==> config.mk <==
export PLATFORM = sky130hd
export DESIGN_NAME = tty_line_discipline
export DESIGN_NICKNAME = d
export VERILOG_FILES = /design/src/rtl/tld_pkg.sv /design/src/rtl/tty_line_discipline.sv /design/src/rtl/tld_ram.sv /design/src/rtl/tld_decode.sv
export SDC_FILE = /design/constraint.sdc
export NUM_CORES = 1
export LEC_CHECK = 0
export ABC_CLOCK_PERIOD_IN_PS = 13100
export BUFFER_PORTS_ARGS = -buffer_cell sky130_fd_sc_hd__buf_4
export CORE_UTILIZATION = 60
export CTS_CLUSTER_DIAMETER = 50
export DETAILED_ROUTE_END_ITERATION = 10
export PLACE_DENSITY = 0.84
export SLEW_MARGIN = 20
export SYNTH_ARGS = -nofsm -noshare
export SYNTH_HDL_FRONTEND = slang
export SYNTH_SLANG_ARGS = --single-unit
==> constraint.sdc <==
create_clock -name clock -period 13.1 [get_ports clock]
set_input_delay 2.62 -clock clock [delete_from_list [all_inputs] [get_ports clock]]
set_output_delay 2.62 -clock clock [all_outputs]
set_load 0.02 [all_outputs]
==> src/rtl/tld_pkg.sv <==
// Shared types, codes and constants of the terminal line discipline.
`timescale 1ns / 1ps
`default_nettype none

package tld_pkg;

   // Line buffer geometry and register port widths
   localparam int LINE_DEPTH_DEF = 32;
   localparam int FILL_W         = 6;
   localparam int CSR_IDX_W      = 3;
   localparam int CSR_DATA_W     = 8;

   // Request operation codes
   localparam logic OP_INPUT  = 1'b0;
   localparam logic OP_OUTPUT = 1'b1;

   // Result kinds
   localparam logic [1:0] KIND_READER  = 2'd0;
   localparam logic [1:0] KIND_DISPLAY = 2'd1;
   localparam logic [1:0] KIND_REFUSED = 2'd2;

   // What follows the display bytes of a request
   localparam logic [1:0] TAIL_NONE  = 2'd0;
   localparam logic [1:0] TAIL_ONE   = 2'd1;
   localparam logic [1:0] TAIL_FLUSH = 2'd2;

   // Register indexes
   localparam logic [CSR_IDX_W-1:0] REG_CANONICAL = 3'd0;
   localparam logic [CSR_IDX_W-1:0] REG_ECHO      = 3'd1;
   localparam logic [CSR_IDX_W-1:0] REG_OPOST     = 3'd2;
   localparam logic [CSR_IDX_W-1:0] REG_NL_CRNL   = 3'd3;
   localparam logic [CSR_IDX_W-1:0] REG_CR_NL     = 3'd4;
   localparam logic [CSR_IDX_W-1:0] REG_IN_XLATE  = 3'd5;
   localparam logic [CSR_IDX_W-1:0] REG_ERASE     = 3'd6;
   localparam logic [CSR_IDX_W-1:0] REG_EOF       = 3'd7;

   // Character constants
   localparam logic [7:0] CH_ESC   = 8'd27;
   localparam logic [7:0] CH_CARET = 8'h5E;
   localparam logic [7:0] CH_BS    = 8'h08;
   localparam logic [7:0] CH_SP    = 8'h20;
   localparam logic [7:0] CH_LF    = 8'h0A;
   localparam logic [7:0] CH_CR    = 8'h0D;

   typedef struct packed {
      logic       op;
      logic [7:0] data;
   } req_type;

   typedef struct packed {
      logic [1:0] kind;
      logic [7:0] out_byte;
      logic       last;
   } rsp_type;

   typedef struct packed {
      logic       canonical_mode;
      logic       echo_enable;
      logic       output_post;
      logic       map_nl_to_crnl;
      logic       map_cr_to_nl;
      logic [1:0] input_translate;
      logic [7:0] erase_char;
      logic [7:0] eof_char;
   } cfg_type;

   // Work list decoded from one request
   typedef struct packed {
      logic [1:0]        disp_cnt;
      logic [7:0]        disp0;
      logic [7:0]        disp1;
      logic [7:0]        disp2;
      logic [1:0]        tail;
      logic [1:0]        one_kind;
      logic [7:0]        one_byte;
      logic              wr_en;
      logic [7:0]        wr_byte;
      logic [FILL_W-1:0] fill_next;
      logic [FILL_W-1:0] flush_cnt;
   } plan_type;

endpackage

`default_nettype wire

==> src/rtl/tty_line_discipline.sv <==
// Terminal line discipline top level: registers, line buffer and result sequencer.
//
//   channel  direction  handshake             payload
//   req      in         req_valid/req_stall   req_data.op, req_data.data
//   rsp      out        rsp_valid/rsp_stall   rsp_data.kind, .out_byte, .last
//   csr      in         csr_write_en          csr_index, csr_wdata
//
// A request is taken while idle, then the sequencer sends one result per cycle
// for display bytes and refusals, and sends each reader byte of a line flush
// after a buffer RAM read (ST_READ, then ST_SEND).
// Reset restores register defaults and empties the line; the buffer is not cleared.
// A stalled result register holds the sequencer; a new request waits for idle.
`timescale 1ns / 1ps
`default_nettype none

module tty_line_discipline
   import tld_pkg::*;
#(
   parameter int LINE_DEPTH = LINE_DEPTH_DEF
) (
   input  wire logic                  clock,
   input  wire logic                  reset,
   input  wire logic                  req_valid,
   output logic                       req_stall,
   input  wire req_type               req_data,
   output logic                       rsp_valid,
   input  wire logic                  rsp_stall,
   output rsp_type                    rsp_data,
   input  wire logic                  csr_write_en,
   input  wire logic [CSR_IDX_W-1:0]  csr_index,
   input  wire logic [CSR_DATA_W-1:0] csr_wdata
);

   localparam int ADDR_W = $clog2(LINE_DEPTH);

   localparam logic [2:0] ST_IDLE = 3'd0;
   localparam logic [2:0] ST_DISP = 3'd1;
   localparam logic [2:0] ST_ONE  = 3'd2;
   localparam logic [2:0] ST_READ = 3'd3;
   localparam logic [2:0] ST_SEND = 3'd4;

   cfg_type           cfg_ff, cfg_in;
   logic [FILL_W-1:0] fill_ff, fill_in;
   logic [2:0]        state_ff, state_in;
   plan_type          plan_ff, plan_in;
   plan_type          plan_dec;
   logic [1:0]        didx_ff, didx_in;
   logic [FILL_W-1:0] idx_ff, idx_in;
   logic              rsp_valid_ff, rsp_valid_in;
   rsp_type           rsp_ff, rsp_in;
   logic [7:0]        rd_byte;
   logic              accept;
   logic              out_free;
   logic              disp_done;
   logic [7:0]        disp_byte;
   logic [FILL_W-1:0] idx_inc;
   logic [2:0]        after_disp;

   assign accept    = req_valid && !req_stall;
   assign req_stall = state_ff != ST_IDLE;
   assign out_free  = !rsp_valid_ff || !rsp_stall;
   assign rsp_valid = rsp_valid_ff;
   assign rsp_data  = rsp_ff;

   // Decode the incoming request
   tld_decode #(
      .LINE_DEPTH (LINE_DEPTH)
   ) u_decode (
      .req  (req_data),
      .cfg  (cfg_ff),
      .fill (fill_ff),
      .plan (plan_dec)
   );

   // Line buffer: written at accept, read during a flush
   tld_ram #(
      .WIDTH (8),
      .DEPTH (LINE_DEPTH)
   ) u_line_ram (
      .clock   (clock),
      .wr_en   (accept && plan_dec.wr_en),
      .wr_addr (fill_ff[ADDR_W-1:0]),
      .wr_data (plan_dec.wr_byte),
      .rd_addr (idx_ff[ADDR_W-1:0]),
      .rd_data (rd_byte)
   );

   // Apply register writes
   always_comb begin
      cfg_in = cfg_ff;
      if (csr_write_en) begin
         case (csr_index)
            REG_CANONICAL: cfg_in.canonical_mode  = csr_wdata[0];
            REG_ECHO:      cfg_in.echo_enable     = csr_wdata[0];
            REG_OPOST:     cfg_in.output_post     = csr_wdata[0];
            REG_NL_CRNL:   cfg_in.map_nl_to_crnl  = csr_wdata[0];
            REG_CR_NL:     cfg_in.map_cr_to_nl    = csr_wdata[0];
            REG_IN_XLATE:  cfg_in.input_translate = csr_wdata[1:0];
            REG_ERASE:     cfg_in.erase_char      = csr_wdata;
            REG_EOF:       cfg_in.eof_char        = csr_wdata;
            default:       cfg_in = cfg_ff;
         endcase
      end
   end

   // Select the pending display byte
   always_comb begin
      case (didx_ff)
         2'd0:    disp_byte = plan_ff.disp0;
         2'd1:    disp_byte = plan_ff.disp1;
         default: disp_byte = plan_ff.disp2;
      endcase
   end

   assign disp_done = didx_ff == (plan_ff.disp_cnt - 2'd1);
   assign idx_inc   = idx_ff + FILL_W'(1);

   always_comb begin
      case (plan_ff.tail)
         TAIL_ONE:   after_disp = ST_ONE;
         TAIL_FLUSH: after_disp = ST_READ;
         default:    after_disp = ST_IDLE;
      endcase
   end

   // Sequence the results of one request
   always_comb begin
      state_in     = state_ff;
      plan_in      = plan_ff;
      didx_in      = didx_ff;
      idx_in       = idx_ff;
      fill_in      = fill_ff;
      rsp_in       = rsp_ff;
      rsp_valid_in = rsp_valid_ff && rsp_stall;
      case (state_ff)
         ST_IDLE: begin
            if (accept) begin
               plan_in = plan_dec;
               fill_in = plan_dec.fill_next;
               didx_in = 2'd0;
               idx_in  = '0;
               if (plan_dec.disp_cnt != 2'd0) begin
                  state_in = ST_DISP;
               end else if (plan_dec.tail == TAIL_ONE) begin
                  state_in = ST_ONE;
               end else if (plan_dec.tail == TAIL_FLUSH) begin
                  state_in = ST_READ;
               end
            end
         end
         ST_DISP: begin
            if (out_free) begin
               rsp_valid_in    = 1'b1;
               rsp_in.kind     = KIND_DISPLAY;
               rsp_in.out_byte = disp_byte;
               rsp_in.last     = disp_done && plan_ff.tail == TAIL_NONE;
               if (disp_done) begin
                  state_in = after_disp;
               end else begin
                  didx_in = didx_ff + 2'd1;
               end
            end
         end
         ST_ONE: begin
            if (out_free) begin
               rsp_valid_in    = 1'b1;
               rsp_in.kind     = plan_ff.one_kind;
               rsp_in.out_byte = plan_ff.one_byte;
               rsp_in.last     = 1'b1;
               state_in        = ST_IDLE;
            end
         end
         ST_READ: begin
            state_in = ST_SEND;
         end
         ST_SEND: begin
            if (out_free) begin
               rsp_valid_in    = 1'b1;
               rsp_in.kind     = KIND_READER;
               rsp_in.out_byte = rd_byte;
               rsp_in.last     = idx_inc == plan_ff.flush_cnt;
               if (idx_inc == plan_ff.flush_cnt) begin
                  state_in = ST_IDLE;
               end else begin
                  idx_in   = idx_inc;
                  state_in = ST_READ;
               end
            end
         end
         default: begin
            state_in = ST_IDLE;
         end
      endcase
   end

   // Hold control state
   always_ff @(posedge clock) begin
      if (reset) begin
         state_ff                   <= ST_IDLE;
         fill_ff                    <= '0;
         rsp_valid_ff               <= 1'b0;
         cfg_ff.canonical_mode      <= 1'b1;
         cfg_ff.echo_enable         <= 1'b1;
         cfg_ff.output_post         <= 1'b1;
         cfg_ff.map_nl_to_crnl      <= 1'b1;
         cfg_ff.map_cr_to_nl        <= 1'b0;
         cfg_ff.input_translate     <= 2'd2;
         cfg_ff.erase_char          <= 8'd127;
         cfg_ff.eof_char            <= 8'd4;
      end else begin
         state_ff     <= state_in;
         fill_ff      <= fill_in;
         rsp_valid_ff <= rsp_valid_in;
         cfg_ff       <= cfg_in;
      end
   end

   // Hold payload state
   always_ff @(posedge clock) begin
      plan_ff <= plan_in;
      didx_ff <= didx_in;
      idx_ff  <= idx_in;
      rsp_ff  <= rsp_in;
   end

   // Line never grows past the buffer
   assert property (@(posedge clock) disable iff (reset)
      fill_ff <= FILL_W'(LINE_DEPTH))
      else $error("line fill exceeds buffer depth");

   // Flush index stays inside the line being sent
   assert property (@(posedge clock) disable iff (reset)
      (state_ff == ST_SEND) |-> (idx_ff < plan_ff.flush_cnt))
      else $error("flush index past line length");

   // A buffer read is always followed by its send
   assert property (@(posedge clock) disable iff (reset)
      (state_ff == ST_READ) |=> (state_ff == ST_SEND))
      else $error("buffer read not followed by send");

   // A stalled result register freezes the sequencer
   assert property (@(posedge clock) disable iff (reset)
      ((state_ff == ST_DISP || state_ff == ST_ONE || state_ff == ST_SEND)
       && rsp_valid_ff && rsp_stall) |=> (state_ff == $past(state_ff)))
      else $error("sequencer advanced under stall");

endmodule

`default_nettype wire

==> src/rtl/tld_ram.sv <==
// Generic single write port RAM with one registered read port.
`timescale 1ns / 1ps
`default_nettype none

module tld_ram #(
   parameter int WIDTH = 8,
   parameter int DEPTH = 32
) (
   input  wire logic                     clock,
   input  wire logic                     wr_en,
   input  wire logic [$clog2(DEPTH)-1:0] wr_addr,
   input  wire logic [WIDTH-1:0]         wr_data,
   input  wire logic [$clog2(DEPTH)-1:0] rd_addr,
   output logic      [WIDTH-1:0]         rd_data
);

   logic [WIDTH-1:0] mem [DEPTH];
   logic [WIDTH-1:0] rd_data_ff;

   // Write when enabled; read every cycle
   always_ff @(posedge clock) begin
      if (wr_en) begin
         mem[wr_addr] <= wr_data;
      end
      rd_data_ff <= mem[rd_addr];
   end

   assign rd_data = rd_data_ff;

endmodule

`default_nettype wire

==> src/rtl/tld_decode.sv <==
// Request classifier: turns one byte into the list of results to send.
`timescale 1ns / 1ps
`default_nettype none

module tld_decode
   import tld_pkg::*;
#(
   parameter int LINE_DEPTH = LINE_DEPTH_DEF
) (
   input  wire req_type      req,
   input  wire cfg_type      cfg,
   input  wire logic [FILL_W-1:0] fill,
   output plan_type          plan
);

   // Output postprocessing of one byte: {count, first, second}
   function automatic logic [17:0] map_out(input logic [7:0] c, input cfg_type k,
                                           input logic post);
      logic [17:0] r;
      begin
         r = {2'd1, c, 8'd0};
         if (post && c == CH_LF && k.map_nl_to_crnl) begin
            r = {2'd2, CH_CR, CH_LF};
         end else if (post && c == CH_CR && k.map_cr_to_nl) begin
            r = {2'd1, CH_LF, 8'd0};
         end
         map_out = r;
      end
   endfunction

   logic        full;
   logic        xl_nl;
   logic        xl_cr;
   logic        xlated;
   logic [7:0]  c1;
   logic [7:0]  cs;
   logic        hit_erase;
   logic        hit_eof;
   logic        is_erase;
   logic        is_eof;
   logic [17:0] map_req;
   logic [17:0] map_store;

   // Classify the byte: one translation at most, then compare again
   assign full      = fill >= FILL_W'(LINE_DEPTH);
   assign xl_nl     = req.data == CH_LF && cfg.input_translate[0];
   assign xl_cr     = req.data == CH_CR && cfg.input_translate[1];
   assign xlated    = xl_nl || xl_cr;
   assign c1        = xl_nl ? CH_CR : (xl_cr ? CH_LF : req.data);
   assign cs        = (c1 == CH_ESC) ? CH_CARET : c1;
   assign hit_erase = req.data == cfg.erase_char;
   assign hit_eof   = req.data == cfg.eof_char;
   assign is_erase  = hit_erase || (!hit_eof && xlated && c1 == cfg.erase_char);
   assign is_eof    = !is_erase && (hit_eof || (xlated && c1 == cfg.eof_char));
   assign map_req   = map_out(req.data, cfg, cfg.output_post);
   assign map_store = map_out(cs, cfg, cfg.output_post);

   // Build the work list
   always_comb begin
      plan           = '0;
      plan.tail      = TAIL_NONE;
      plan.one_kind  = KIND_READER;
      plan.fill_next = fill;
      if (req.op == OP_OUTPUT) begin
         plan.disp_cnt = map_req[17:16];
         plan.disp0    = map_req[15:8];
         plan.disp1    = map_req[7:0];
      end else if (!cfg.canonical_mode) begin
         plan.disp_cnt = cfg.echo_enable ? 2'd1 : 2'd0;
         plan.disp0    = req.data;
         plan.tail     = TAIL_ONE;
         plan.one_byte = req.data;
      end else if (full) begin
         plan.tail     = TAIL_ONE;
         plan.one_kind = KIND_REFUSED;
      end else if (is_erase) begin
         if (fill != '0) begin
            plan.fill_next = fill - FILL_W'(1);
            if (cfg.echo_enable) begin
               plan.disp_cnt = 2'd3;
               plan.disp0    = CH_BS;
               plan.disp1    = CH_SP;
               plan.disp2    = CH_BS;
            end
         end
      end else if (is_eof) begin
         if (fill != '0) begin
            plan.tail      = TAIL_FLUSH;
            plan.flush_cnt = fill;
            plan.fill_next = '0;
         end
      end else begin
         plan.wr_en     = 1'b1;
         plan.wr_byte   = cs;
         plan.fill_next = fill + FILL_W'(1);
         if (cfg.echo_enable) begin
            plan.disp_cnt = map_store[17:16];
            plan.disp0    = map_store[15:8];
            plan.disp1    = map_store[7:0];
         end
         if (cs == CH_LF) begin
            plan.tail      = TAIL_FLUSH;
            plan.flush_cnt = fill + FILL_W'(1);
            plan.fill_next = '0;
         end
      end
   end

endmodule

`default_nettype wire

* Word-level counts from Yosys, hierarchy flattened
Memories as Yosys holds them, arrays and structs flattened. A register that Yosys moved wholly into a read port is not among the register bits. Cells that the tools add are included.
Storage, ports and cells: register bits after elaboration 96, RAM bits 256, input bits 25, output and inout bits 13, logic and storage cells 195, memories kept 1
Memory list:
- u_line_ram.mem | depth 32, bits a word 8, read ports 1, clocked after Yosys merged registers in 1, write ports 1, line tld_ram.sv:17 | logic [WIDTH-1:0] mem [DEPTH];
Operators by class: $add $sub $neg 5, magnitude comparators 1, equality and inequality tests 37, mux-type cells 66, bitwise gates (word level) 5, reductions and logical operators 56
Operators by type and width (number):
- 2-to-1 mux 18 bit | 6
- 2-to-1 mux 26 bit | 3
- 2-to-1 mux 16 bit | 3
- 2-to-1 mux 21 bit | 2
- 2-to-1 mux 8 bit | 5
- 2-to-1 mux 12 bit | 3
- 2-to-1 mux 6 bit | 6
- 2-to-1 mux 11 bit | 3
- 2-to-1 mux 33 bit | 1
- one-hot mux 11 bit (3 select lines) | 1
- equality test 8 x 4 -> 1 bit, second input constant | 4
- equality test 8 bit | 4
- 2-to-1 mux 2 bit | 12
- 2-to-1 mux 3 bit | 8
- logical AND 1 bit | 18
- 2-to-1 mux 9 bit | 2
- != test 2 bit, second input constant | 9
- AND reduction 2 bit | 9
- one-hot mux 8 bit (2 select lines) | 1
- equality test 3 bit, second input constant | 5
- one-hot mux 3 bit (5 select lines) | 1
- adder 6 x 1 -> 6 bit, second input constant | 2
- equality test 3 x 2 -> 1 bit, second input constant | 4
- one-hot mux 6 bit (2 select lines) | 1
- 29 further kinds | 57

* Longest topological paths before layout
depth after elaboration 21, depth in mapped cells 15, mapped depth without buffers 12

* Hierarchy
Synthesis repeated with hierarchy kept, for this count alone.
Second synthesis, totals: cells, all modules 1005, area total of the unflattened synthesis 15788.9 sq um
By module, submodules not included:
- tld_ram | instances 1, cells an instance 417, area each 10053.4 sq um, sequential area each 7847.5 sq um
- tty_line_discipline | instances 1, cells an instance 319, area each 3922.5 sq um, sequential area each 2552.4 sq um
- tld_decode | instances 1, cells an instance 269, area each 1813.0 sq um, sequential area each 0.0 sq um

* Least setup slack after synthesis
Ideal clock, no wire load.
kind in2reg, start point input port req_data[6] (netlist name), end point memory u_line_ram.mem[0][2] (data pin), library setup time 0.377 ns, arrival time 5.532 ns, data required time 12.723 ns, slack 7.191 ns, stages 10, buffers on the path 2, cells stage by stage buf_4 -> nor4b_4 -> a31oi_1 -> o2bb2a_1 -> xnor2_1 -> a41oi_2 -> nand2_1 -> or2_0 -> clkbuf_1 -> a21oi_1
RTL lines:
- start: declaration | line tty_line_discipline.sv:25 | input wire req_type req_data,
- end: declaration | line tld_ram.sv:17

* Final worst setup path
start point input port req_data[5] (netlist name), end point memory u_line_ram.mem[6][2], enable pin
On the way: longest elaborated chain between the ends 17, elaborated cells between the ends (all ways) 27, classes of those cells 6 x eq/ne; 9 x mux; 12 x reduce/logical
Ends and longest elaborated chain:
- equality test 8 x 4 -> 1 bit | line tld_decode.sv:47 | assign xl_cr = req.data == CH_CR && cfg.input_translate[1];
- logical AND 1 bit | line tld_decode.sv:47
- 2-to-1 mux 8 bit (2 in series) | line tld_decode.sv:49 | assign c1 = xl_nl ? CH_CR : (xl_cr ? CH_LF : req.data);
- equality test 8 bit | line tld_decode.sv:53 | assign is_erase = hit_erase || (!hit_eof && xlated && c1 == cfg.erase_char);
- logical AND 1 bit | line tld_decode.sv:53
- logical OR 1 bit | line tld_decode.sv:53
- zero test 1 bit | line tld_decode.sv:54 | assign is_eof = !is_erase && (hit_eof || (xlated && c1 == cfg.eof_char));
- logical AND 1 bit | line tld_decode.sv:54
- 2-to-1 mux 9 bit | line tld_decode.sv:86 | end else if (is_eof) begin
- 2-to-1 mux 9 bit (*) | line tld_decode.sv:76 | end else if (is_erase) begin
- 2-to-1 mux 21 bit (*) | line tld_decode.sv:73 | end else if (full) begin
- 2-to-1 mux 21 bit (*) | line tld_decode.sv:68 | end else if (!cfg.canonical_mode) begin
- 2-to-1 mux 33 bit (*) | line tld_decode.sv:64 | if (req.op == OP_OUTPUT) begin
- logical AND 1 bit (*) | line tty_line_discipline.sv:81 | .wr_en (accept && plan_dec.wr_en),
- 2-to-1 mux 1 bit (*) | line tld_ram.sv:22 | if (wr_en) begin
- 2-to-1 mux 1 bit (not written as such) (*) | line tld_ram.sv:23 | mem[wr_addr] <= wr_data;
Mark *: on every way between the ends. The rest lies on a longest branch, timed or not.

==> flow_metrics.tcl <==
set metrics [dict create \
    status "completed" \
    finClkSkew_ns 0.02138 \
    die_area_um2 25630 \
    required_ns 13.25 \
    cpMostUsedCell "nor2_1" \
    slowest_stage "nor2_1" \
    ys.flop_type "edfxtp_1" \
    boundaryPins 38 \
    period_share 0.4926 \
    powerDensity_nw_per_um2 164.6 \
    r2r_slack_ns 8.87 \
    ys_async_sr_fraction 0 \
    clk_path_buf_depth 3 \
    core_um2 24390 \
    cts_tree "built" \
    nets 1134 \
    grt_pass1_vias 9317 \
    grt_pass1_wl_mm 55.72 \
    flow.area_growth_from_synthesis_pct 11.04 \
    via_count 9624 \
    yosys.area_share.simple 0.09319 \
    wl_mm 36.12 \
    fin_crit_ns 6.453 \
    critPathKind "in2reg" \
    dp.cells 1386 \
    cp_top_family "simple AND/OR/NAND/NOR gates" \
    synth-edff-count 305 \
    hold_path_depth 2 \
    die_h_um 160.1 \
    start_util 0.6149 \
    synth_top_family_by_area "multiplexers" \
    final_util 0.6827 \
    hold_path_end "cfg_ff[5]" \
    holdWs_ns 0.4769 \
    hold_violations 0 \
    hold_buffers 0 \
    slew_viol_final 0 \
    syn_avg_cell_area_um2 13.99 \
    yosys.area.top_type_share 0.6107 \
    r2r_cells 9 \
    layout.cells.non_filler 1447 \
    firstDrtPassIters 5 \
    worstMarginPinSlew_ns 1.012 \
    rr_startpoint "cfg_ff[2]" \
    ant_nets 0 \
    hp-class "reg2reg" \
    portBuffers 37 \
    finalSetupViolCount 0 \
    avgViaCountPerCell 6.651 \
    crit_chain "buf_4, nor4b_4, a31oi_1, o2bb2a_1, xnor2_1, a41oi_2, nand2_1, nor2_1, nand3_1, nor2_1" \
    leakagePower_nw 5.632 \
    layout-drive-gt1-share 0.1487 \
    crit_start "req_data[5]" \
    rows 57 \
    synth-compound-area-share 0.09127 \
    post_cts_buffers 0 \
    ctsResizeCount 0 \
    cap_violations 0 \
    startpoint_type "input pin" \
    root_buffer "clkbuf_16" \
    worstSkewPairLatency_ns 0.51 \
    wl_per_cell_um 24.96 \
    hp-start "cfg_ff[5]" \
    path_buf_inv 1 \
    max_freq_ghz 0.1550 \
    critPathMaxStageDelay_ns 0.79 \
    grt_setup_unrepaired "false" \
    yosysUniqueCellTypes 77 \
    path_clk_slew_ns 0.06 \
    reg2reg_to "u_line_ram.mem[6][2]" \
    max-vdd-ir-drop_v 0.0001212 \
    crit_arrival_ns 6.60 \
    antenna_found_initial 0 \
    grt_max_degree 58 \
    syn_nets 1107 \
    setup_tns_ns 0 \
    cts_buffers 35 \
    crit_path_end_kind "register" \
    path_max_fanout 9 \
    synth_xor_area_frac 0.01844 \
    total_power_mw 2.740 \
    gp_congestion 1.019 \
    muxShareOfSynthArea 0.1002 \
    gr-total-overflow 0 \
    synth_fa_ha_area_frac 0.008343 \
    slew-limit-headroom 0.3236 \
    cts_sinks 346 \
    syn_inst 1072 \
    dp_hpwl_mm 22.93 \
    seq_area_frac_synth 0.6654 \
    ctsHtreeMaxLevel 2 \
    ys_seq_elements 346 \
    antenna_cells 0 \
    synth_warnings 0 \
    yosys-top-cells-area "edfxtp_1, dfxtp_1, mux4_2" \
    die-width_um 160.1 \
    grtUsageTotal 0.2886 \
    syn_area_um2 15000 \
    drt_iter0_drc 1357 \
    yosys.area.top_type "edfxtp_1" \
    drc_errors 0 \
]
## logic make-up after synthesis
| family | Yosys count |
|---|---|
| buffers and inverters | 86 |
| AOI/OAI and AO/OA | 201 |
| and+or+nand+nor | 291 |
| xor gates and xnor gates | 30 |
| DFF | 346 |
| muxes | 108 |
| adders and majority gates | 10 |
## metal layers
layer / GRT usage / vias to the layer above / routed length, um
met5: 0 / - / 0
met1: 0.4063 / 4694 / 14240
met3: 0.05351 / 104 / 3667
met4: 0.1121 / 0 / 1309
met2: 0.4504 / 664 / 16910
li1: - / 4162 / -
## worst reg2reg max path, delay by kind of cell (launching register included)
family	cells	cell delay, ns
flip-flops	1	0.35
AND/OR/NAND/NOR	6	2.65
XOR/XNOR	1	0.17
AO/OA/AOI/OAI	2	0.70
## cell usage in the layout (no fill, tap or decap), drive strengths merged, types with 6 or more instances in the layout
cell type  netlist  final
mux2            17     17
xor2            13     13
o21ai           46     46
nand3           23     23
and2            18     18
o221ai          26     26
a21oi           57     57
edfxtp         305    305
nand2           90     90
o22ai           12     12
nor2b            7      7
mux2i           59     59
buf             14     48
ha              10     10
mux4            32     32
nor3            18     18
a31oi            6      6
clkbuf          44     44
nand2b          12     12
nor2            84     84
xnor2           16     16
inv             28     29
clkinv           0     12
dfxtp           41     41
nand4            7      7
## stage by stage
stage	cell area, um^2	setup WS, ns
floorplan	15000	7.191
detailed placement	15540	6.324
finish	16650	6.647
global placement	15540	6.402
CTS	16650	6.735
global route	16650	6.364
## how the worst max path moves through the flow
stage | depth (start not counted) | to | slack [ns]
5_1_grt | 10 | u_line_ram.mem[2][3] | 6.36
3_5_place_dp | 10 | u_line_ram.mem[6][2] | 6.32
3_3_place_gp | 10 | u_line_ram.mem[7][1] | 6.40
2_1_floorplan | 10 | u_line_ram.mem[0][2] | 7.19
6_report | 10 | u_line_ram.mem[6][2] | 6.65
4_1_cts | 10 | u_line_ram.mem[27][6] | 6.74
## synthesized netlist by cell type, types with 4 or more instances
cell type and n:
nand4_1 7, a22oi_1 5, nor2b_1 7, nand3b_1 5
o21ai_0 46, nor3_1 17, and2_1 18, nand2_1 90
dfxtp_1 41, mux2i_1 59, edfxtp_1 305, a222oi_1 5
clkbuf_1 43, o221ai_1 26, o211ai_1 4, nand3_1 23
inv_1 28, nor4_1 5, buf_1 8, mux2_2 17
a31oi_1 6, o22ai_1 12, xnor2_1 16, ha_1 10
nor2_1 83, a21oi_1 56, nand2b_1 12, xor2_1 13
mux4_2 32
## where the power goes
part / internal (mW) / switching [mW] / leakage, nW / total [mW]
Sequential: 1.28 / 0.0428 / 3.16 / 1.32
Clock: 0.560 / 0.401 / 0.536 / 0.961
Combinational: 0.169 / 0.290 / 1.94 / 0.459
Total: 2.01 / 0.734 / 5.63 / 2.74
## layout make-up
| class | count | area, um^2 |
|---|---|---|
| tap | 324 | 405.4 |
| inverter | 28 | 105.1 |
| timing repair buffer | 48 | 360.3 |
| fill | 1598 | 7739 |
| clock buffer | 44 | 919.6 |
| sequential | 346 | 9980 |
| clock inverter | 17 | 182.7 |
| multi-input combinational | 640 | 4700 |
## state kept, by name (all words and copies together), names as in the netlist
signal and flops:
u_line_ram.mem 256, plan_ff 30, cfg_ff 23, rsp_data 11, u_line_ram.rd_data 8, fill_ff 6, idx_ff 6, state_ff 3
didx_ff 2, rsp_valid 1
Power figures use the tool's default switching activity.
